File: config.mk
export PLATFORM = sky130hd
export DESIGN_NAME = three_axis_velocity_pid_thrust_flat
export DESIGN_NICKNAME = d
export VERILOG_FILES = /design/src/rtl/core/tavpt_pkg.sv /design/src/rtl/core/tavpt_if.sv /design/src/rtl/core/three_axis_velocity_pid_thrust.sv /design/src/rtl/core/tavpt_serial_mul.sv /design/src/flat_wrapper.sv
export SDC_FILE = /design/constraint.sdc
export NUM_CORES = 1
export LEC_CHECK = 0
export ABC_AREA = 1
export BUFFER_PORTS_ARGS = -buffer_cell sky130_fd_sc_hd__buf_2
export CORE_MARGIN = 8
export CORE_UTILIZATION = 35
export CTS_CLUSTER_SIZE = 8
export DETAILED_ROUTE_END_ITERATION = 8
export PLACE_DENSITY_LB_ADDON = 0.12
export RECOVER_POWER = 100
export SYNTH_ARGS = -nofsm -noshare
export SYNTH_HDL_FRONTEND = slang
export SYNTH_SLANG_ARGS = --single-unit
File: constraint.sdc
create_clock -name clk -period 7.84 [get_ports clk]
set_input_delay 0.784 -clock clk [delete_from_list [all_inputs] [get_ports clk]]
set_output_delay 0.784 -clock clk [all_outputs]
set_load 0.005 [all_outputs]
File: src/rtl/core/tavpt_pkg.sv
// Shared types and constants for the three-axis velocity PID thrust block.
// No dependencies.
package tavpt_pkg;
  localparam int AxisCount = 3;
  localparam int ErrW = 17;
  localparam int DeltaW = 18;
  localparam int IntegW = 32;
  localparam int DriveW = 50;
  localparam int ScaledW = 67;
  localparam int CmdW = 16;
  localparam int CfgIdxW = 2;

  localparam logic [CfgIdxW-1:0] CfgProp = 2'd0;
  localparam logic [CfgIdxW-1:0] CfgInteg = 2'd1;
  localparam logic [CfgIdxW-1:0] CfgDeriv = 2'd2;
  localparam logic [CfgIdxW-1:0] CfgScale = 2'd3;

  typedef enum logic [2:0] {
    ST_IDLE, ST_PREP, ST_MUL, ST_SCALE, ST_DONE
  } state_t;

  typedef struct packed {
    logic signed [15:0] target_vel_x;
    logic signed [15:0] target_vel_y;
    logic signed [15:0] target_vel_z;
    logic signed [15:0] measured_vel_x;
    logic signed [15:0] measured_vel_y;
    logic signed [15:0] measured_vel_z;
  } in_item_t;

  typedef struct packed {
    logic signed [15:0] thrust_z_a;
    logic signed [15:0] thrust_z_b;
    logic signed [15:0] thrust_x_pos;
    logic signed [15:0] thrust_x_neg;
    logic signed [15:0] thrust_y_a;
    logic signed [15:0] thrust_y_b;
  } out_item_t;

  function automatic logic signed [CmdW-1:0] sat16(input logic signed [ScaledW-16:0] v);
    if (v > $signed(51'sd32767)) return 16'sh7fff;
    if (v < -$signed(51'sd32768)) return 16'sh8000;
    return v[CmdW-1:0];
  endfunction
endpackage

File: src/rtl/core/tavpt_if.sv
// Valid/ready channel carrying one item.
// Depends on tavpt_pkg only for payload types given as parameter.
interface tavpt_if #(parameter type payload_t = logic) ();
  logic valid;
  logic ready;
  payload_t data;
  modport source (output valid, output data, input ready);
  modport sink (input valid, input data, output ready);
endinterface

File: src/rtl/core/three_axis_velocity_pid_thrust.sv
// Three-axis velocity PID controller driving six thruster commands.
// Depends on tavpt_pkg, tavpt_if and tavpt_serial_mul.
//
// Usage: write gains on cfg_* while idle. Offer an item of target and measured
// velocities on the in channel; one item of six saturated commands follows on
// the out channel. Each axis runs four multiplies on one bit-serial multiplier:
// prop, integ and deriv terms (serial over the 16 gain bits) and the output
// scale (serial over 17 bits, scale zero-extended). in_ready is high only when
// no item is in work and the output register is empty or being taken. A
// stalled receiver holds the result in the output register and the next item
// waits. Reset clears integrators and previous errors to zero and loads the
// register defaults. One item is in work at a time.
module three_axis_velocity_pid_thrust (
  input  logic clk,
  input  logic rst_n,
  tavpt_if.sink   in_ch,
  tavpt_if.source out_ch,
  input  logic cfg_we,
  input  logic [tavpt_pkg::CfgIdxW:0] cfg_index,
  input  logic [15:0] cfg_data
);
  import tavpt_pkg::*;
  state_t st_r, st_nxt;
  logic signed [15:0] prop_r, integ_r, deriv_r;
  logic [15:0] scale_r;
  logic signed [IntegW-1:0] integ_sum_r [AxisCount];
  logic signed [ErrW-1:0] last_err_r [AxisCount];
  in_item_t item_r;
  logic [1:0] axis_r, axis_nxt;
  logic [1:0] term_r, term_nxt;
  logic signed [DriveW-1:0] drive_r;
  logic signed [ErrW-1:0] err_r;
  logic signed [ScaledW-1:0] scaled_r [AxisCount];
  out_item_t out_r;
  logic out_valid_r;
  logic signed [IntegW:0] isum;
  logic signed [IntegW-1:0] isat;
  logic signed [15:0] tgt, meas;
  logic mul_start, mul_busy;
  logic signed [DriveW-1:0] mcand, mplier;
  logic [5:0] nbits;
  logic signed [ScaledW-1:0] prod;
  logic signed [ScaledW-16:0] vz, vx, vy;
  logic signed [ScaledW-15:0] nvx;
  logic accept_in, out_take;

  assign out_take = out_valid_r && out_ch.ready;
  assign in_ch.ready = (st_r == ST_IDLE) && (!out_valid_r || out_ch.ready);
  assign accept_in = in_ch.valid && in_ch.ready;

  always_comb begin
    unique case (axis_r)
      2'd0: begin tgt = item_r.target_vel_x; meas = item_r.measured_vel_x; end
      2'd1: begin tgt = item_r.target_vel_y; meas = item_r.measured_vel_y; end
      default: begin tgt = item_r.target_vel_z; meas = item_r.measured_vel_z; end
    endcase
  end

  // integrator update for the axis in PREP
  always_comb begin
    isum = (IntegW+1)'(integ_sum_r[axis_r]) + (IntegW+1)'(tgt - meas);
    if (isum > $signed({2'b00, {(IntegW-1){1'b1}}})) isat = {1'b0, {(IntegW-1){1'b1}}};
    else if (isum < $signed({2'b11, {(IntegW-1){1'b0}}})) isat = {1'b1, {(IntegW-1){1'b0}}};
    else isat = isum[IntegW-1:0];
  end

  // operand select: gain is the serial multiplier operand
  always_comb begin
    mcand = '0; mplier = '0; nbits = 6'd16;
    if (st_r == ST_SCALE) begin
      mcand = drive_r; mplier = DriveW'($signed({1'b0, scale_r})); nbits = 6'd17;
    end else begin
      unique case (term_r)
        2'd0: begin mcand = DriveW'(err_r); mplier = DriveW'(prop_r); end
        2'd1: begin mcand = DriveW'(integ_sum_r[axis_r]); mplier = DriveW'(integ_r); end
        default: begin
          mcand = DriveW'(DeltaW'(err_r) - DeltaW'(last_err_r[axis_r]));
          mplier = DriveW'(deriv_r);
        end
      endcase
    end
  end

  tavpt_serial_mul u_mul (
    .clk, .rst_n, .start(mul_start), .mcand, .mplier, .nbits,
    .busy(mul_busy), .prod
  );

  // mul launches on entering MUL/SCALE and in the cycle after a finished term
  logic launch_r, launch_nxt;

  always_comb begin
    st_nxt = st_r; axis_nxt = axis_r; term_nxt = term_r; launch_nxt = 1'b0;
    unique case (st_r)
      ST_IDLE: if (accept_in) begin st_nxt = ST_PREP; axis_nxt = '0; end
      ST_PREP: begin st_nxt = ST_MUL; term_nxt = '0; launch_nxt = 1'b1; end
      ST_MUL: if (!launch_r && !mul_busy) begin
        if (term_r == 2'd2) begin st_nxt = ST_SCALE; launch_nxt = 1'b1; end
        else begin term_nxt = term_r + 2'd1; launch_nxt = 1'b1; end
      end
      ST_SCALE: if (!launch_r && !mul_busy) begin
        if (axis_r == 2'd2) st_nxt = ST_DONE;
        else begin axis_nxt = axis_r + 2'd1; st_nxt = ST_PREP; end
      end
      ST_DONE: st_nxt = ST_IDLE;
      default: st_nxt = ST_IDLE;
    endcase
  end

  always_comb begin
    mul_start = launch_r;
  end

  always_ff @(posedge clk) begin
    if (!rst_n) begin
      st_r <= ST_IDLE; launch_r <= 1'b0; out_valid_r <= 1'b0;
      axis_r <= '0; term_r <= '0;
      prop_r <= 16'sd256; integ_r <= '0; deriv_r <= '0; scale_r <= 16'd256;
      for (int i = 0; i < AxisCount; i++) begin
        integ_sum_r[i] <= '0; last_err_r[i] <= '0;
      end
    end else begin
      st_r <= st_nxt; launch_r <= launch_nxt; axis_r <= axis_nxt; term_r <= term_nxt;
      if (cfg_we) begin
        case (cfg_index)
          {1'b0, CfgProp}: prop_r <= cfg_data;
          {1'b0, CfgInteg}: integ_r <= cfg_data;
          {1'b0, CfgDeriv}: deriv_r <= cfg_data;
          {1'b0, CfgScale}: scale_r <= cfg_data;
          default: ;
        endcase
      end
      if (st_r == ST_PREP) integ_sum_r[axis_r] <= isat;
      if (st_r == ST_SCALE && !launch_r && !mul_busy) last_err_r[axis_r] <= err_r;
      if (st_r == ST_DONE) out_valid_r <= 1'b1;
      else if (out_take) out_valid_r <= 1'b0;
    end
    if (accept_in) item_r <= in_ch.data;
    if (st_r == ST_PREP) begin err_r <= ErrW'(tgt) - ErrW'(meas); drive_r <= '0; end
    if (st_r == ST_MUL && !launch_r && !mul_busy) drive_r <= drive_r + prod[DriveW-1:0];
    if (st_r == ST_SCALE && !launch_r && !mul_busy) scaled_r[axis_r] <= prod;
    if (st_r == ST_DONE) begin
      out_r.thrust_z_a <= sat16(vz); out_r.thrust_z_b <= sat16(vz);
      out_r.thrust_x_pos <= sat16(vx);
      out_r.thrust_x_neg <= (nvx > 52'sd32767) ? 16'sh7fff :
                            (nvx < -52'sd32768) ? 16'sh8000 : nvx[15:0];
      out_r.thrust_y_a <= sat16(vy); out_r.thrust_y_b <= sat16(vy);
    end
  end

  // arithmetic shift floors
  assign vx = (ScaledW-15)'(scaled_r[0] >>> 16);
  assign vy = (ScaledW-15)'(scaled_r[1] >>> 16);
  assign vz = (ScaledW-15)'(scaled_r[2] >>> 16);
  assign nvx = -(ScaledW-14)'(vx);

  assign out_ch.valid = out_valid_r;
  assign out_ch.data = out_r;

  a_ready: assert property (@(posedge clk) disable iff (!rst_n)
    accept_in |=> st_r == ST_PREP) else $error("accept did not start work");
  a_one: assert property (@(posedge clk) disable iff (!rst_n)
    st_r != ST_IDLE |-> !in_ch.ready) else $error("ready while busy");
  a_hold: assert property (@(posedge clk) disable iff (!rst_n)
    out_valid_r && !out_ch.ready && st_r != ST_DONE |=> $stable(out_r))
    else $error("result changed while stalled");
endmodule

File: src/rtl/core/tavpt_serial_mul.sv
// Bit-serial signed multiplier: one multiplier bit per cycle, shift-add.
// Depends on tavpt_pkg.
module tavpt_serial_mul (
  input  logic clk,
  input  logic rst_n,
  input  logic start,
  input  logic signed [tavpt_pkg::DriveW-1:0] mcand,
  input  logic signed [tavpt_pkg::DriveW-1:0] mplier,
  input  logic [5:0] nbits,
  output logic busy,
  output logic signed [tavpt_pkg::ScaledW-1:0] prod
);
  import tavpt_pkg::*;
  logic [5:0] cnt_r, cnt_nxt;
  logic signed [ScaledW-1:0] acc_r, acc_nxt, mc_r, mc_nxt;
  logic signed [DriveW-1:0] mp_r, mp_nxt;
  logic [5:0] last_r, last_nxt;
  logic busy_r, busy_nxt;

  always_comb begin
    cnt_nxt = cnt_r; acc_nxt = acc_r; mc_nxt = mc_r; mp_nxt = mp_r;
    busy_nxt = busy_r; last_nxt = last_r;
    if (start) begin
      acc_nxt = '0; mc_nxt = ScaledW'(mcand); mp_nxt = mplier;
      cnt_nxt = '0; busy_nxt = 1'b1; last_nxt = nbits - 6'd1;
    end else if (busy_r) begin
      // top multiplier bit has negative weight
      if (mp_r[0]) acc_nxt = (cnt_r == last_r) ? acc_r - mc_r : acc_r + mc_r;
      mc_nxt = mc_r <<< 1;
      mp_nxt = mp_r >>> 1;
      cnt_nxt = cnt_r + 6'd1;
      if (cnt_r == last_r) busy_nxt = 1'b0;
    end
  end

  always_ff @(posedge clk) begin
    if (!rst_n) begin
      busy_r <= 1'b0; cnt_r <= '0;
    end else begin
      busy_r <= busy_nxt; cnt_r <= cnt_nxt;
    end
    acc_r <= acc_nxt; mc_r <= mc_nxt; mp_r <= mp_nxt; last_r <= last_nxt;
  end

  assign busy = busy_r;
  assign prod = acc_r;

  a_count: assert property (@(posedge clk) disable iff (!rst_n)
    busy_r && !start |-> cnt_r <= last_r) else $error("mul count past end");
  a_start: assert property (@(posedge clk) disable iff (!rst_n)
    start |=> busy_r) else $error("mul did not start");
  a_done: assert property (@(posedge clk) disable iff (!rst_n)
    busy_r && !start && cnt_r == last_r |=> !busy_r) else $error("mul did not stop");
endmodule
File: src/flat_wrapper.sv
// flat-port wrapper written by rule: the top's interface ports become plain ports
module three_axis_velocity_pid_thrust_flat import tavpt_pkg::*;
  (clk, rst_n, cfg_we, cfg_index, cfg_data, in_ch_valid, in_ch_data, in_ch_ready, out_ch_valid, out_ch_data, out_ch_ready);
  tavpt_if in_ch_i ();
  tavpt_if out_ch_i ();
  input  logic clk;
  input  logic rst_n;
  input  logic cfg_we;
  input  logic [tavpt_pkg::CfgIdxW:0] cfg_index;
  input  logic [15:0] cfg_data;
  input wire logic [$bits(in_ch_i.valid)-1:0] in_ch_valid;
  input wire logic [$bits(in_ch_i.data)-1:0] in_ch_data;
  output wire logic [$bits(in_ch_i.ready)-1:0] in_ch_ready;
  output wire logic [$bits(out_ch_i.valid)-1:0] out_ch_valid;
  output wire logic [$bits(out_ch_i.data)-1:0] out_ch_data;
  input wire logic [$bits(out_ch_i.ready)-1:0] out_ch_ready;
  assign in_ch_i.valid = in_ch_valid;
  assign in_ch_i.data = in_ch_data;
  assign in_ch_ready = in_ch_i.ready;
  assign out_ch_valid = out_ch_i.valid;
  assign out_ch_data = out_ch_i.data;
  assign out_ch_i.ready = out_ch_ready;
  three_axis_velocity_pid_thrust u_core (.clk(clk), .rst_n(rst_n), .in_ch(in_ch_i), .out_ch(out_ch_i), .cfg_we(cfg_we), .cfg_index(cfg_index), .cfg_data(cfg_data));
endmodule
* Word level (Yosys, flattened, before mapping)
Memories as Yosys holds them, arrays and structs flattened. A register that Yosys moved wholly into a read port is not among the register bits. Index checks and enable logic that the tools add are counted.
Operators by class: mux-type cells 62, add/sub/neg operators 11, magnitude comparators 4, reduce and logical (&&, ||, !) cells 33, bitwise logic cells 1, equal/unequal tests 18
Operator list (count):
- $mux 50 | 5
- $mux 67 | 3
- $pmux 50 s2 | 2
- $mux 32 | 3
- $add 67x67->67 | 1
- $sub 67x67->67 | 1
- $gt 51x16->1 const B | 1
- $lt 51x16->1 const B | 1
- $add 50x50->50 | 1
- $mux 49 | 1
- $add 32x2->33 | 1
- $gt 33x32->1 const B | 1
- $lt 33x32->1 const B | 1
- $reduce_or 32->1 | 1
- $mux 1 | 27
- $mux 2 | 11
- $sub 2x17->18 | 1
- $mux 17 | 1
- $reduce_or 17->1 | 1
- $mux 3 | 5
- $eq 3x2->1 const B | 4
- $pmux 3 s4 | 1
- $reduce_and 2->1 | 5
- $reduce_bool 2->1 | 5
- 22 further kinds | 45
Word-level totals: RAM bits 348, memories 3, output and inout port bits 3, bits in registers 324, logic and storage cells 152, input port bits 25
Memory list:
- u_core.scaled_r | depth 3, bits a word 67, rd ports 1, clocked after memory_dff 0, write ports 1, RTL line three_axis_velocity_pid_thrust.sv:33 | logic signed [ScaledW-1:0] scaled_r [AxisCount];
- u_core.integ_sum_r | depth 3, bits a word 32, rd ports 1, clocked after memory_dff 1, write ports 3, RTL line three_axis_velocity_pid_thrust.sv:26 | logic signed [IntegW-1:0] integ_sum_r [AxisCount];
- u_core.last_err_r | depth 3, bits a word 17, rd ports 1, clocked after memory_dff 1, write ports 3, RTL line three_axis_velocity_pid_thrust.sv:27 | logic signed [ErrW-1:0] last_err_r [AxisCount];

* Logic depth before layout (Yosys ltp)
Gate-level depths: netlist of run 1.
depth in word-level cells 9, gate-level depth with buffers 32

* Modules after synthesis
A second synthesis of run 1 with hierarchy kept.
Unflattened totals: cells, all modules 4768, area total of the unflattened synthesis 34033.9 um^2
By module, submodules not included:
- three_axis_velocity_pid_thrust | instances 1, cells an instance 2326, area an instance 18227.5 um^2
- tavpt_serial_mul | instances 1, cells an instance 2442, area an instance 15806.4 um^2

* Least setup slack after synthesis of run 1
OpenSTA, ideal clock, no wires.
path type flip-flop to flip-flop, start register u_core.launch_r, end memory u_core.last_err_r[1][0] (enable), required time 7.532 ns, path buffers 1, clock period less this slack 6.028 ns, cell stages (with the launch flop) 7, arrival time 5.720 ns, path slack 1.812 ns, path through dfxtp_1 clkbuf_1 nor2_1 inv_1 nor3_1 inv_1 nand2_1
RTL lines:
- start, declared | RTL line three_axis_velocity_pid_thrust.sv:90 | logic launch_r, launch_nxt;
- start signal, assigned | RTL line three_axis_velocity_pid_thrust.sv:123 | st_r <= st_nxt; launch_r <= launch_nxt; axis_r <= axis_nxt; term_r <= term_nxt;
- end, declared | RTL line three_axis_velocity_pid_thrust.sv:27

==> results of run 1 <==
-- cells in the mapped netlist (6+ instances only) --
| cell | instances | area share |
|---|---|---|
| o211ai_1 | 30 | 0.0070 |
| buf_4 | 10 | 0.0023 |
| ha_1 | 143 | 0.056 |
| o21ai_0 | 401 | 0.062 |
| o21a_1 | 18 | 0.0042 |
| a21oi_1 | 370 | 0.058 |
| nand2_1 | 805 | 0.094 |
| a31oi_1 | 28 | 0.0055 |
| xnor2_1 | 23 | 0.0063 |
| buf_6 | 10 | 0.0035 |
| nor2_2 | 8 | 0.0016 |
| o21bai_1 | 21 | 0.0049 |
| nor3_1 | 65 | 0.010 |
| nand4_1 | 49 | 0.0095 |
| nand3b_1 | 8 | 0.0019 |
| a21boi_0 | 10 | 0.0023 |
| a21o_1 | 33 | 0.0077 |
| buf_2 | 8 | 0.0012 |
| dfxtp_1 | 149 | 0.093 |
| a211oi_1 | 22 | 0.0051 |
| clkbuf_1 | 104 | 0.012 |
| buf_1 | 11 | 0.0013 |
| a21oi_2 | 32 | 0.0087 |
| inv_1 | 486 | 0.057 |
| nor2_1 | 639 | 0.075 |
| fa_1 | 6 | 0.0037 |
| nand3_1 | 178 | 0.028 |
| a22oi_1 | 16 | 0.0037 |
| edfxtp_1 | 344 | 0.32 |
| xor2_1 | 104 | 0.028 |
| nand2_2 | 13 | 0.0025 |
| nor4_1 | 34 | 0.0066 |
| inv_2 | 14 | 0.0016 |
| o22ai_1 | 17 | 0.0033 |
-- worst min-delay path: stages --
cell    delay [ns]
buf_2         0.12
nor2_1        0.05
nor2_1        0.08
-- layout by cell type (no fill, tap or decap), drive strengths merged, types with 4 or more instances in the layout --
cell | Yosys | layout
a211oi | 22 | 22
a21boi | 10 | 10
a21o | 33 | 33
a21oi | 402 | 402
a221oi | 4 | 4
a22oi | 16 | 16
a31oi | 28 | 28
and2 | 4 | 4
buf | 39 | 37
clkbuf | 104 | 147
clkinv | 2 | 7
dfxtp | 149 | 149
edfxtp | 344 | 344
fa | 6 | 6
ha | 143 | 143
inv | 504 | 504
nand2 | 819 | 819
nand3 | 181 | 181
nand3b | 8 | 8
nand4 | 49 | 49
nor2 | 648 | 648
nor3 | 66 | 66
nor4 | 34 | 34
o211ai | 30 | 30
o21a | 18 | 18
o21ai | 402 | 402
o21bai | 21 | 21
o22ai | 17 | 17
or4 | 4 | 4
xnor2 | 23 | 23
xor2 | 104 | 104
-- flip-flops by register name, indices dropped and copies added, names as in the netlist, 3 cells and up, named ones only --
name                count
u_core.integ_sum_r    128
u_core.u_mul.mc_r      67
u_core.u_mul.prod      67
u_core.drive_r         50
u_core.u_mul.mp_r      50
u_core.scaled_r        37
u_core.deriv_r         16
u_core.integ_r         16
u_core.prop_r          16
u_core.scale_r         16
u_core.last_err_r       7
u_core.u_mul.cnt_r      6
u_core.st_r             3
-- per-layer routing --
metal	vias up	GRT usage
met5	-	0
met4	0	0.05361
met3	144	0.02824
met2	834	0.3151
met1	13770	0.3162
li1	14350	-
-- power by group through the flow --
stage	logic, W	registers, W	clock network (W)
floorplan	0.00702	0.00430	0
global placement	0.00974	0.00455	0
detailed placement	0.00967	0.00456	0
CTS	0.00974	0.00451	0.00320
global route	0.0108	0.00462	0.00328
finish	0.00970	0.00455	0.00312
-- final cells by class --
| cell class | count | share of cell area |
|---|---|---|
| sequential | 493 | 0.3758 |
| inverter | 506 | 0.05400 |
| multi-input combinational | 3114 | 0.4564 |
| timing repair buffer | 60 | 0.008865 |
| clock inverter | 8 | 0.004521 |
| clock buffer | 124 | 0.05845 |
| tap | 1186 | 0.04189 |
-- kinds of logic (layout without fill, tap and decap cells) --
family,count (synthesis),after routing
AND/OR/NAND/NOR,1821,1821
flip-flops,493,493
buffers and inverters,649,698
XOR/XNOR,127,127
AO/OA/AOI/OAI,1017,1017
adder cells (fa/ha/maj),149,149
-- per-stage QoR --
step           instance area, sq um  hold slack, ns    util  total power [W]
3_5_place_dp                  33390          0.4389  0.3653          0.01423
2_1_floorplan                 32140          0.4245       -          0.01131
4_1_cts                       35620          0.3476  0.3898          0.01745
5_1_grt                       35430          0.4126  0.3876          0.01870
3_3_place_gp                  33390          0.4336  0.3653          0.01429
6_report                      35430          0.4342  0.3876          0.01736
-- how the worst max path moves through the flow --
stage                     startpoint                         to  slack [ns]  depth (start not counted)
global route                   rst_n  u_core.integ_sum_r[2][23]        0.96                          8
floorplan            u_core.launch_r    u_core.last_err_r[1][0]        1.81                          6
detailed placement  u_core.axis_r[0]   u_core.integ_sum_r[1][2]        2.37                         22
CTS                 u_core.axis_r[0]   u_core.integ_sum_r[1][2]        2.34                         22
global placement    u_core.axis_r[0]   u_core.integ_sum_r[1][6]        2.45                         22
finish                         rst_n  u_core.integ_sum_r[2][23]        1.46                          8
==> results.json, run 1 <==
{
  "grt_pass1_wl_um": 169400,
  "crit_family": "buffers and inverters",
  "avgRoutedWirePerCell_um": 20.28,
  "critical_path_class": "in -> reg",
  "crit_path_start_kind": "input port",
  "max_stage_delay_ns": 2.25,
  "crit_arrival_ns": 6.62,
  "p_per_area_mw_per_mm2": 490.1,
  "finalNetCount": 4422,
  "wl_met3_um": 6507,
  "drive_gt1_frac": 0.04344,
  "rows": 111,
  "path_clk_slew_ns": 0.05,
  "p_seq_frac": 0.262,
  "cts_resized": 0,
  "slew_violations": 424,
  "rsz0062_at_grt": "false",
  "core_area_sq_mm": 0.09139,
  "clock_power_share": 0.179,
  "tns_ns": 0,
  "synth_area_per_cell_sq_um": 7.551,
  "cts_hold_buf": 0,
  "track_usage": 0.2103,
  "worst_slack_ns": 1.460,
  "grt_max_degree": 89,
  "synthFlopType": "edfxtp_1",
  "relSlewSlack": -1.140,
  "crit_path_max_fanout": 77,
  "p_leak_nw": 15.17,
  "syn_nets": 4430,
  "netSwitchingPower_w": 0.008865,
  "worst_setup_path_end_kind": "flip-flop",
  "synth_seq_cells": 493,
  "die_w_um": 319.0,
  "routed-via-count": 29100,
  "period_share": 0.8138,
  "hold_end": "u_core.deriv_r[2]",
  "finalHoldViolations": 0,
  "wl_met1_um": 55470,
  "dp.cells": 5359,
  "r2r_end": "u_core.integ_sum_r[1][2]",
  "routed_wl_um": 111400,
  "clk_root_buffer_cell": "clkbuf_16",
  "fmax_mhz": 156.7,
  "worstHoldPathCells": 3,
  "regArea_sq_mm": 0.01331,
  "ir_worst_vdd_mv": 0.3667,
  "grt_pass1_vias": 27790,
  "fin_worst_skew_ns": 0.02326,
  "hp-class": "in -> reg",
  "async_reset_ff_frac": 0,
  "yosysSeqAreaShare": 0.4142,
  "worst_pin_slew_ns": 3.210,
  "min_period_ns": 6.380,
  "place_congestion": 0.9514,
  "dp.final_hpwl_um": 82830,
  "synthAdderAreaFrac": 0.05941,
  "drc_errors": 0,
  "setup_viol": 0,
  "antenna_found_initial": 1,
  "dp_slack_ns": 2.367,
  "hold_start": "cfg_data[2]",
  "clock_path_buffers": 3,
  "dr_wl_met2_um": 46530,
  "path_buf_inv": 5,
  "synthXorXnorAreaFrac": 0.03461,
  "status": "complete, but fails checks",
  "required_ns": 8.08,
  "cts_tree": "yes",
  "cts_made_buffers": 73,
  "drt_pre_antenna_iters": 5,
  "post_cts_buffers": 0,
  "switching_share": 0.5106,
  "worstPathCellList": "buf_2, clkbuf_1, clkinv_1, nor2_1, nand2_1, clkbuf_2, nand2_1, clkbuf_2",
  "pwr-share-comb": 0.558,
  "antenna_cells": 0,
  "worstRegToRegCells": 22,
  "dr.first_iter.drc_count": 2454,
  "r2r-start": "u_core.axis_r[0]",
  "synthMuxAreaShare": 0,
  "ys_warn_count": 0,
  "top_layer": "met4",
  "internal-power_w": 0.008497,
  "multi_input_area_sq_mm": 0.01617,
  "fp.dieArea_sq_mm": 0.1018,
  "fill_cells": 9687,
  "area_growth_pct": 10.23,
  "critPathSlowestCell": "clkbuf_1",
  "violations": "capacitance limit, slew limit",
  "ioPinCount": 28,
  "instances_no_fill": 5491,
  "synth_top_family_by_area": "simple AND/OR/NAND/NOR gates",
  "ant_nets": 0,
  "yosys.cell_types.count": 59,
  "synth_edf_count": 344,
  "htreeDepth": 3,
  "clock_latency_ns": 0.64,
  "synth_compound_area_frac": 0.1776,
  "start_util": 0.3517,
  "synth_area_sq_mm": 0.03214,
  "vias_per_cell": 5.300,
  "synthCells": 4256,
  "overflow": 0,
  "cts_num_sinks": 493,
  "io_buffer_count": 27,
  "die_h_um": 319.0,
  "max_cap_violations": 9,
  "reg2reg_slack_ns": 1.64,
  "synth_simple_gate_area_share": 0.2342
}
Note: power is estimated with default switching activity, not from simulation.
==> run 2, diff against run 1 <==
==> constraint.sdc (replaced) <==
create_clock -name clk -period 5.9 [get_ports clk]
set_input_delay 0.59 -clock clk [delete_from_list [all_inputs] [get_ports clk]]
set_output_delay 0.59 -clock clk [all_outputs]
set_load 0.005 [all_outputs]
==> results.json, run 2 (same netlist as run 1, synthesis figures left out) <==
{
  "status": "complete, but fails checks",
  "violations": "capacitance limit, slew limit",
  "max_cap_violations": 11,
  "io_buffer_count": 27,
  "crit_path_start_kind": "flip-flop",
  "hold_start": "in_ch_data",
  "fp.dieArea_sq_mm": 0.1018,
  "overflow": 0,
  "drc_errors": 0,
  "antenna_cells": 0,
  "worst_slack_ns": 0.6837,
  "slew_violations": 508,
  "max_stage_delay_ns": 2.51,
  "grt_use_met3": 0.02957,
  "grtUsageMet1": 0.3153,
  "core_area_sq_mm": 0.09139,
  "worst_setup_path_end_kind": "flip-flop",
  "cts_num_sinks": 493,
  "antenna_found_initial": 1,
  "rsz0062_at_grt": "false",
  "routed-via-count": 28960,
  "dp_slack_ns": 0.8444,
  "crit_path_max_fanout": 60,
  "path_buf_inv": 2,
  "cts_tree": "yes",
  "cts_made_buffers": 72,
  "routed_wl_um": 111700,
  "hold_slack_ns": 0.2300,
  "grt_pass1_vias": 27780,
  "dr.first_iter.drc_count": 2497,
  "finalHoldViolations": 0,
  "worst_pin_slew_ns": 3.491,
  "p_leak_nw": 15.10,
  "relSlewSlack": -1.327,
  "htreeDepth": 3,
  "fin_util": 0.3861,
  "post_cts_buffers": 0,
  "critical_path_class": "reg -> reg",
  "crit_family": "buffers and inverters",
  "ant_nets": 0,
  "setup_viol": 0,
  "finalNetCount": 4428,
  "instances_no_fill": 5487,
  "cts_resized": 0,
  "grt_max_degree": 107,
  "dp.cells": 5366,
  "layout_commonest_cell": "nand2_1",
  "track_usage": 0.2116,
  "largest_reg_flops": 128,
  "crit_start": "u_core.launch_r",
  "path_clk_slew_ns": 0.05,
  "clock_path_buffers": 3,
  "p_per_area_mw_per_mm2": 648.4,
  "use_met2": 0.3194,
  "rows": 111,
  "regMostFlops": "u_core.integ_sum_r",
  "start_util": 0.3517,
  "die_h_um": 319.0,
  "area_growth_pct": 9.787,
  "fin_worst_skew_ns": 0.03172,
  "busiest_layer": "met2",
  "ir_worst_vdd_mv": 0.6138,
  "period_share": 0.8841,
  "cts_hold_buf": 0,
  "grt_pass1_wl_um": 168900,
  "worstPathCellList": "inv_2, clkbuf_1, nand2_1, nor3_1",
  "critPathSlowestCell": "clkbuf_1",
  "hp-class": "in -> reg",
  "dp.final_hpwl_um": 82950,
  "r2r-start": "u_core.launch_r",
  "required_ns": 6.41,
  "place_congestion": 0.9396,
  "clock_latency_ns": 0.63,
  "ioPinCount": 28,
  "drt_pre_antenna_iters": 6,
  "min_period_ns": 5.216,
  "die_w_um": 319.0,
  "fmax_mhz": 191.7,
  "drive_gt1_frac": 0.04069,
  "crit_arrival_ns": 5.73,
  "clk_root_buffer_cell": "clkbuf_16",
  "final_cell_mix": "804 x nand2_1, 639 x nor2_1, 485 x inv_1, 401 x o21ai_0, 399 x a21oi_1",
  "avgRoutedWirePerCell_um": 20.36,
  "vias_per_cell": 5.278
}
-- run 2: cell count changes in the layout (fill, tap and decap cells not counted), sizes merged --
cell      before  now
buf           37   39
clkbuf       147  145
clkinvlp       2    3
clkinv         7    6
inv          504  501
bufinv         1    0
-- run 2: final timing paths --
kind | depth (start not counted) | end | slack, ns
worst max register to register | 4 | u_core.u_mul.cnt_r[0] | 0.68
worst min register to register | 2 | u_core.prop_r[5] | 0.44
worst max-delay path | 4 | u_core.u_mul.cnt_r[0] | 0.68
worst min-delay path | 1 | u_core.item_r[0] | 0.23
-- run 2: layout make-up --
class                   count  area, sq um
inverters                 506         1912
flip-flops and latches    493        13310
fillers                  9733        56100
multi-input cells        3114        16150
repair buffers             67        377.9
clock inverters             4        45.04
well taps                1186         1484
clock buffers             117         2002
-- run 2: metrics by stage --
step | total power (W) | area (sq um) | TNS, ns
final | 0.02288 | 35280 | 0
after global routing | 0.02465 | 35280 | 0
after CTS | 0.02303 | 35540 | 0
after detailed placement | 0.01901 | 33490 | 0
after global placement | 0.01908 | 33490 | 0
after floorplan | 0.01503 | 32170 | -0.004833
-- run 2: power by group --
group	internal, W	switching, W
Clock	0.00230	0.00160
Sequential	0.00524	0.000799
Combinational	0.00367	0.00928
-- run 2: worst register-to-register path, cell delays in order (launching register included) --
cell and delay (ns):
dfxtp_1 0.58, inv_2 0.87, clkbuf_1 2.53, nand2_1 0.76
nor3_1 0.36
-- run 2: layer usage --
| metal | share of wire | wire, um |
|---|---|---|
| met2 | 0.42 | 47290 |
| met5 | 0 | 0 |
| met4 | 0.022 | 2405 |
| met3 | 0.062 | 6911 |
| met1 | 0.49 | 55130 |
